<file path="src/rtl/core/fft_bandpass_frame_filter_core_defines.svh">
// assertion macros for the band-pass frame filter
`ifndef FFT_BANDPASS_FRAME_FILTER_CORE_DEFINES_SVH
`define FFT_BANDPASS_FRAME_FILTER_CORE_DEFINES_SVH
`ifndef NO_ASSERTIONS
`define FBF_ASSERT_IMPL(label, clk, rst, prop, msg) \
  label: assert property (@(posedge clk) disable iff (rst) (prop)) else $error(msg);
`define FBF_ASSERT_NEVER(label, clk, rst, expr, msg) \
  label: assert property (@(posedge clk) disable iff (rst) !(expr)) else $error(msg);
`else
`define FBF_ASSERT_IMPL(label, clk, rst, prop, msg)
`define FBF_ASSERT_NEVER(label, clk, rst, expr, msg)
`endif
`endif

</file>
<file path="src/rtl/core/fbf_pkg.sv">
`timescale 1ns / 1ps
`default_nettype none
package fbf_pkg;
  localparam int FRAME_LEN_DEF = 64;
  localparam int DW = 24;
  localparam int SW = 16;
  localparam int TW = 16;

  typedef enum logic [1:0] {
    CFG_START = 2'd0,
    CFG_STOP  = 2'd1
  } cfg_idx_t;

  typedef enum logic [3:0] {
    ST_LOAD, ST_ZFILL, ST_BREV, ST_BFLY, ST_FILT, ST_MIRR, ST_EMIT
  } state_t;

  // controller commands and datapath status
  typedef struct packed {
    logic load;      // write an input sample
    logic zfill;     // write zero at index
    logic brev;      // one bit-reverse swap step
    logic bfly;      // one butterfly step
    logic inverse;
    logic filt;      // band mask step
    logic mirr;      // conjugate mirror step
    logic emit;      // output step
  } cmd_t;

  typedef struct packed {
    logic step_done; // current multi-cycle step finished
  } sts_t;

  // shift-subtract quotient of non-negative values, elaboration-time tables only
  function automatic longint div_floor(input longint a, input longint b);
    longint q, r;
    q = 0;
    r = 0;
    for (int i = 62; i >= 0; i--) begin
      r = (r <<< 1) | ((a >>> i) & 64'sd1);
      if (r >= b) begin
        r = r - b;
        q = q | (64'sd1 <<< i);
      end
    end
    return q;
  endfunction

  // sin((pi/2)*num/den) in Q1.15 by Taylor series at elaboration time
  function automatic logic [TW-1:0] sin_q(input longint num, input longint den);
    longint x, term, sum;
    x = div_floor(64'sd1686629713 * num, den);
    term = x;
    sum = x;
    for (int n = 1; n <= 9; n++) begin
      term = (term * x) >>> 30;
      term = div_floor((term * x) >>> 30, longint'((2 * n) * (2 * n + 1)));
      if ((n & 1) == 1) sum = sum - term;
      else sum = sum + term;
    end
    if (sum < 0) sum = 0;
    if (sum > 64'sd1073741824) sum = 64'sd1073741824;
    sum = (sum + 16384) >>> 15;
    if (sum > 32767) sum = 32767;
    return sum[TW-1:0];
  endfunction

  function automatic logic signed [DW-1:0] sat24(input logic signed [DW+2:0] v);
    if (v > $signed({{3{1'b0}}, 1'b0, {(DW-1){1'b1}}})) return {1'b0, {(DW-1){1'b1}}};
    if (v < $signed({{3{1'b1}}, 1'b1, {(DW-1){1'b0}}})) return {1'b1, {(DW-1){1'b0}}};
    return v[DW-1:0];
  endfunction
endpackage
`default_nettype wire

</file>
<file path="src/rtl/core/fbf_ctrl.sv">
`timescale 1ns / 1ps
`default_nettype none
module fbf_ctrl (
  input  wire logic          clk,
  input  wire logic          rst,
  input  wire logic          in_take,
  input  wire logic          frame_end,
  input  wire fbf_pkg::sts_t sts,
  input  wire logic          out_free,
  output fbf_pkg::cmd_t      cmd,
  output logic               in_ready
);
  import fbf_pkg::*;
  state_t state, state_next;
  logic   inv, inv_next;

  always_ff @(posedge clk) begin
    if (rst) begin
      state <= ST_LOAD;
      inv   <= 1'b0;
    end else begin
      state <= state_next;
      inv   <= inv_next;
    end
  end

  always_comb begin
    state_next  = state;
    inv_next    = inv;
    cmd         = '0;
    cmd.inverse = inv;
    in_ready    = 1'b0;
    unique case (state)
      ST_LOAD: begin
        in_ready = 1'b1;
        cmd.load = in_take;
        inv_next = 1'b0;
        if (in_take && frame_end) state_next = ST_ZFILL;
      end
      ST_ZFILL: begin
        cmd.zfill = 1'b1;
        if (sts.step_done) state_next = ST_BREV;
      end
      ST_BREV: begin
        cmd.brev = 1'b1;
        if (sts.step_done) state_next = ST_BFLY;
      end
      ST_BFLY: begin
        cmd.bfly = 1'b1;
        if (sts.step_done) state_next = inv ? ST_EMIT : ST_FILT;
      end
      ST_FILT: begin
        cmd.filt = 1'b1;
        if (sts.step_done) state_next = ST_MIRR;
      end
      ST_MIRR: begin
        cmd.mirr = 1'b1;
        if (sts.step_done) begin
          state_next = ST_BREV;
          inv_next   = 1'b1;
        end
      end
      ST_EMIT: begin
        cmd.emit = out_free;
        if (out_free && sts.step_done) state_next = ST_LOAD;
      end
      default: state_next = ST_LOAD;
    endcase
  end
endmodule
`default_nettype wire

</file>
<file path="config.mk">
export PLATFORM = sky130hd
export DESIGN_NAME = fbf_ctrl
export DESIGN_NICKNAME = d
export VERILOG_FILES = /design/src/rtl/core/fft_bandpass_frame_filter_core_defines.svh /design/src/rtl/core/fbf_pkg.sv /design/src/rtl/core/fbf_ctrl.sv
export SDC_FILE = /design/constraint.sdc
export NUM_CORES = 1
export LEC_CHECK = 0
export BUFFER_PORTS_ARGS = -buffer_cell sky130_fd_sc_hd__clkbuf_2
export CAP_MARGIN = 40
export CORE_AREA = 2 2 39 41
export DETAILED_ROUTE_END_ITERATION = 10
export DIE_AREA = 0 0 41 43
export REMOVE_ABC_BUFFERS = 1
export SETUP_SLACK_MARGIN = 0.5
export SYNTH_ARGS = -nofsm -noshare
export SYNTH_HDL_FRONTEND = slang
export SYNTH_SLANG_ARGS = --single-unit
</file>
<file path="constraint.sdc">
create_clock -name clk -period 1 [get_ports clk]
set_input_delay 0.2 -clock clk [delete_from_list [all_inputs] [get_ports clk]]
set_output_delay 0.2 -clock clk [all_outputs]
set_load 0.02 [all_outputs]
</file>
==> results.txt, run 1 <==
- Run status: finished, violations left
* Violations in the final reports: setup timing
- DR vias: 373
* Height of the die: 43 um
- Entering global routing, the biggest net connects 10 pins.
- Via density per instance: 4.973
- Core area: 1384 sq um
* Worst-Margin Slew: 0.2326 ns
* # placed instances: 62
* Post-layout minimum cycle time: 1.268 ns
* Number of setup violations in the final report: 12
- Overall overflow remaining after global route: 0
- Num Clock Sinks: 4
- Fmax: 788.8 MHz
- Of all cell types, the one taking the most synthesized area is dfxtp_1.
- In this run, CTS created clock tree buffers numbering 3.
* Pwr dens: 1354 nW/um^2
- CTS built an H-tree with a depth of 1.
* Area enclosed by the die boundary: 1763 sq um
- For the worst setup path, the data required time is 0.80 ns.
- CTS tree: done
* Primary flip-flop cell chosen by synthesis mapping: dfxtp_1
* Setup repair after global routing missed its margin: yes
- Ys async rst share: 0%
- Wire length of the first global-routing pass: 1442 um
- Slowest cell on the critical path: dfxtp_4
- A synthesized cell averages 8.508 sq um.
* Critical Path Start Type: flop
- Dividing the detail-routed wire length by the instance count gives 12.48 um.
- Worst Path Class, Setup: reg2out
* Final count of pins violating max slew: 0
* Area of all placed cells without fillers: 591.8 sq um
* WP data arrival: 1.07 ns
- In this run the worst path has a maximum fanout of 7.
* Initial DRC Count: 4
- Hold Violations, Final: 0
- At the end of the flow the core is filled with cells to 42.77%.
* Effective utilization at floorplan: 21.52%
- The critical path starts at state[0].
* Share of synthesized area occupied by flip-flops and latches: 26.89%
- The final critical path takes up 126.8% of the cycle.
* Count of flip-flops with a built-in enable after synthesis: 0
* Detailed Route WL: 936 um
* Parity-gate share of the synthesized area counting xor and xnor cells: 0%
- DRT antenna net count: 0
* Remaining design rule violation count: 0
- 0 antenna diodes ended up in the layout.
* Clock latency of the later-clocked register in the worst-skew pair: 0.25 ns
* Count of pins on the block boundary: 15
- In this run the most critical hold path is launched from rst.
- At the end of routability-driven placement, the weighted congestion stood at 0.7574.
- Compared with the post-synthesis result, the final layout area differs by 98.74%.
* Kind of path behind the tightest hold check: in2reg
- Clk Tree Root Cell: clkbuf_4
- Fraction of final layout cells with drive strength greater than 1: 69.49%
- The longest clock path from root to sink contains 2 buffers.
* Total Power: 0.0008013 W
- Maximum single-stage delay on the critical path: 0.36 ns
* Share of synthesized cell area in full adder, half adder and majority cells: 0%
* Remaining max-slew budget at the tightest pin: 84.50%
- Once routing completed, OpenROAD measured the worst setup slack at -0.2678 ns.
* Multiplexer share of the synthesized area: 0%
* Initial antenna violation count: 0
- Global routing consumed, over all layers together, 12.84% of the routing resources.
- The via count of the first global-routing pass came to 348.
* Maximum vdd drop: 0.6906 mV
* Netlist cell types: 21
- In this run the cell area measured after placement is 370.4 sq um.
- Synth Area in Simple Gates: 29.83%
* End of the worst register-to-register path: state[2]
- Ranked by instance count, the synthesized netlist is headed by dfxtp_1, a21oi_1, and3b_1, buf_4, nor3b_1.
- Filler cell count in the final layout: 135
* Synth Instances: 35
* Netlist area before placement: 297.8 sq um
- Flip-flop and latch count after synthesis: 4
* Leak Pwr: 0.2742 nW
- For the worst flop-to-flop path, the logic depth is 5.
* Fraction of the mapped netlist area in compound gates: 29.83%
* Post-route clock skew: 0.008444 ns
* Width of the die: 41 um
- The critical path ends at cmd[7].
- Non-filler cells in the finished layout: 75
- Traced cell by cell, the critical path runs through nor3_4, and2_1, clkbuf_8.
- Std cell rows: 14
- By area, the combinational part of the netlist is dominated by compound AO/OA/AOI/OAI gates.
- After the last flow step, the layout net total stands at 67.
* Total Neg Setup Slack: -2.216 ns
- Max-cap violations in this run came to 0.
- Register-to-Register Setup Slack: -0.16 ns
- During synthesis, Yosys emitted a total of 0 warnings.
- Top post-synthesis cells by area: dfxtp_1, and3b_1, buf_4
- IO Port Bufs: 14
* Fraction of synthesized cell area taken by the top area cell type: 26.89%
- Iteration count of the initial detailed-routing pass: 4
- dfxtp_1 is the most common cell in the netlist.
* Clock edge transition at the registers on the reported setup and hold paths: 0.04 ns
* Crit path capture type: primary output
- Once detailed placement completed, the half-perimeter wirelength came to 457.6 um.
* RR Startpoint: state[0]
cell usage in the layout, fill, tap and decap left out, drive strengths merged:
cell type / instances
o2bb2ai: 1
a2111oi: 1
a21oi: 4
a211oi: 1
o21ai: 3
inv: 2
o211ai: 1
and2: 1
and3b: 3
o2111a: 1
nor3: 1
buf: 16
dfxtp: 4
nand2: 1
nor2: 1
nor2b: 1
clkbuf: 13
and4b: 1
nor3b: 3
area by class of cell:
| cell class | instances | area (sq um) | share of cell area (%) |
|---|---|---|---|
| Inverter | 2 | 7.507 | 1.268 |
| Timing Repair Buffer | 26 | 231.5 | 39.11 |
| Tap cell | 16 | 20.02 | 3.383 |
| Sequential cell | 4 | 92.59 | 15.64 |
| Multi-Input combinational cell | 24 | 217.7 | 36.79 |
| Clock buffer | 3 | 22.52 | 3.805 |
logic make-up (layout without fill, tap and decap cells):
logic type / after synthesis / in the layout
flip-flops: 4 / 4
AND/OR/NAND/NOR: 12 / 12
buffers and inverters: 7 / 31
AO/OA/AOI/OAI: 12 / 12
critical path: cells and delay by family (launching register included):
kind                   cells  cell delay (ns)
DFF                        1             0.36
and+or+nand+nor            2             0.33
buffers and inverters      1             0.14
state kept, by name, indices dropped and copies added (netlist names):
name / count
inv: 1
state: 3
metrics by stage:
stage,setup WS (ns),hold slack [ns]
floorplan,-0.2732,0.2689
CTS,-0.2801,0.1520
finish,-0.2678,0.1822
detailed placement,-0.1905,0.4206
global route,-0.3218,0.1765
global placement,-0.1724,0.4102
worst min path at each step:
| stage | end | slack [ns] | cells after the start |
|---|---|---|---|
| 2_1_floorplan | state[2] | 0.27 | 1 |
| 3_3_place_gp | state[2] | 0.41 | 2 |
| 3_5_place_dp | inv | 0.42 | 2 |
| 4_1_cts | state[2] | 0.15 | 2 |
| 5_1_grt | state[2] | 0.18 | 2 |
| 6_report | state[2] | 0.18 | 2 |
where the power goes:
group | switching, W | internal (W)
clock | 0.0000802 | 0.000135
combinational | 0.000160 | 0.000206
sequential | 0.0000399 | 0.000180
total | 0.000280 | 0.000521
routing by layer:
| layer | wire length, um | up-vias | global-route usage (%) |
|---|---|---|---|
| li1 | - | 176 | - |
| met1 | 354 | 176 | 12.18 |
| met2 | 493 | 21 | 20.63 |
| met3 | 88 | 0 | 9.424 |
| met4 | 0 | 0 | 4.000 |
| met5 | 0 | - | 0 |
timing repair:
| action | 4_1_cts | 5_1_grt |
|---|---|---|
| hold buffers | 0 | 0 |
| endpoints found under the setup margin | 13 | 13 |
| gates cloned | 0 | 0 |
| pin swaps | 8 | 6 |
| buffers inserted | 8 | 2 |
| gates resized for setup | 30 | 8 |
No activity file was read; power rests on OpenSTA's default activity.
==> inputs of run 2 (changes only) <==
- RECOVER_POWER: unset -> 50
==> run 2 against run 1 <==
  * The flow still finishes with violations (setup timing)
  * Via count unchanged
  * Clock skew stayed put
  * Largest power group unchanged
  * Critical path depth did not move
  * Die area did not move
  * Clock-buffer cell count unchanged
  * Hold slack unchanged
  * Final area down 0.21%
==> results.txt, run 2 (synthesis gave the netlist of run 1 again) <==
- TritonCTS created 3 clock buffers.
- By startpoint and endpoint, the worst setup path is classified as reg2out.
* Worst Min Path Start: rst
- In the final layout, the share of cells above drive strength 1 is 67.80%.
- The register with the most flip-flops in the layout has 3 of them.
* Wire length of the first global-routing pass: 1442 um
- Maximum net fanout on the critical path: 7
- Entering global routing, the biggest net connects 10 pins.
- For the worst setup path, the data arrival time is 1.07 ns.
- Before antenna repair, the detailed router went through 4 iterations.
- Kind of path behind the tightest hold check: in2reg
* Switching power as a share of total power: 35.00%
* Hold Violations, Final: 0
- After the first detailed-routing iteration, the DRC count stood at 4.
* Endpoint required time on the critical path: 0.80 ns
* Height of the die: 43 um
* Clk Tree Root Cell: clkbuf_4
- The worst hold path passes through 2 cells.
* Setup repair after global routing missed its margin: yes
- Max H-tree Level: 1
* CTS tree: done
* Register name with the most flops: state
- The tool flagged a number of max-cap violations equal to 0.
* Clock latency of the later-clocked register in the worst-skew pair: 0.25 ns
* Count of cells along the worst register-to-register path: 5
- The worst setup path is captured at a primary output.
- The total area inside the core boundary comes to 1384 sq um.
- Commonest cells after routing, fill and taps aside: buf_4, clkbuf_2, buf_6
- The via count of the first global-routing pass is 348.
- Number of buffers between clock root and the deepest sink: 2
* RR Startpoint: state[0]
- Prior to clock tree synthesis, the placed netlist has a worst setup slack of -0.1905 ns.
- Counting the fill cells in the layout gives 136.
- In the routed layout, each cell is associated on average with a via count of 4.973.
* Area added between synthesis and finish: 98.32%
- Initial antenna violation count: 0
- Design internal power: 0.0005208 W
- Antenna Diode Count: 0
* DR vias: 373
- Worst-Margin Slew: 0.2326 ns
- For the final routed database, the setup TNS stands at -2.214 ns.
* Pwr dens: 1357 nW/um^2
- Clock edge transition at the registers on the reported setup and hold paths: 0.04 ns
- The worst register-to-register path has a setup slack of -0.16 ns.
* Remaining max-slew budget at the tightest pin: 84.50%
- STA classifies the critical path startpoint as a flop.
* Overall overflow remaining after global route: 0
* Violations in the final reports: setup timing
- Area enclosed by the die boundary: 1763 sq um
* Fmax: 788.8 MHz
- Leak Pwr: 0.2737 nW
* Run status: finished, violations left
- Total net switching power: 0.0002804 W
- GRT Total Usage: 12.84%
- IO Port Bufs: 14
- Share of total power in combinational logic: 45.7%
- Post-route clock skew: 0.008444 ns
- Post-layout minimum cycle time: 1.268 ns
- From left edge to right edge, the die measures 41 um.
- The final-report max-slew violation count came to 0.
- Effective utilization at floorplan: 21.52%
* Total Nets Final: 67
* Final weighted congestion in routability-driven placement: 0.7574
- Final worst path period share: 126.8%
- Num Clock Sinks: 4
* Most common cell after layout, fill and taps aside: buf_4
* DRT antenna net count: 0
* Post-detail-place hpwl: 457.6 um
- End of the worst register-to-register path: state[2]
- Number of setup violations in the final report: 12
* Sequential group share of total power: 27.4%
* Top Registers: state (3), inv (1)
- The worst hold path terminates at state[2].
- Count of pins on the block boundary: 15
- After floorplanning, the core was divided into 14 placement rows.
- Across the VDD grid, the largest voltage drop is 0.6910 mV.
- For this block, the routed nets add up to 936 um of wire.
* Relative contribution of the clock network to total power: 26.9%
- For this run, design rule violations remaining after detail routing come to 0.
* Wire length per cell: 12.48 um
* Post-route setup slack: -0.2678 ns
[run 2: cell count changes in the layout (fill, tap and decap cells not counted)]
cell,change
dfxtp_1,+1
dfxtp_2,-1
[run 2: layout make-up]
cell class / count / area, sq um / share of cell area (%)
Inverter: 2 / 7.507 / 1.271
Timing Repair Buffer: 26 / 231.5 / 39.19
Clock buffer: 3 / 22.52 / 3.814
Multi-Input combinational cell: 24 / 217.7 / 36.86
Tap cell: 16 / 20.02 / 3.390
Sequential cell: 4 / 91.34 / 15.47
[run 2: power groups by stage]
| stage | Clock, W | Combinational (W) | Sequential [W] |
|---|---|---|---|
| after floorplan | 0 | 0.000125 | 0.000216 |
| final | 0.000215 | 0.000366 | 0.000220 |
| after global placement | 0 | 0.000188 | 0.000224 |
| after CTS | 0.000222 | 0.000326 | 0.000212 |
| after global routing | 0.000240 | 0.000395 | 0.000223 |
| after detailed placement | 0 | 0.000190 | 0.000226 |
[run 2: worst max-delay path: stages (launching register included)]
cell,delay (ns)
dfxtp_4,0.36
nor3_4,0.18
and2_1,0.15
clkbuf_8,0.14
[run 2: worst max-delay path by stage]
stage	slack, ns	from	end	cells after the start
2_1_floorplan	-0.27	state[1]	cmd[7]	2
3_3_place_gp	-0.17	state[0]	cmd[6]	2
3_5_place_dp	-0.19	state[1]	state[2]	2
4_1_cts	-0.28	state[0]	cmd[7]	3
5_1_grt	-0.32	state[0]	cmd[7]	3
6_report	-0.27	state[0]	cmd[7]	3
[run 2: stage by stage]
step	hold slack, ns	util (%)	instances	total power, W	instance area (sq um)
after floorplan	0.2689	-	30	0.0003410	265.3
after global placement	0.4102	26.76	62	0.0004117	370.4
after detailed placement	0.4206	26.76	62	0.0004159	370.4
after CTS	0.1520	39.69	73	0.0007607	549.3
after global routing	0.1765	42.68	75	0.0008576	590.6
final	0.1822	42.68	75	0.0008012	590.6
[run 2: what timing repair did]
action                     4_1_cts  5_1_grt
buffers inserted                 8        2
pin swaps                        8        6
hold buffers                     0        0
resized for setup               30        8
setup endpoints to repair       13       13
hold endpoints to repair         0        0
[run 2: routing by layer]
layer	global-route usage (%)	wire length, um	vias to the layer above
met2	20.63	493	21
met3	9.424	88	0
met1	12.18	354	176
met5	0	0	-
li1	-	-	176
met4	4.000	0	0
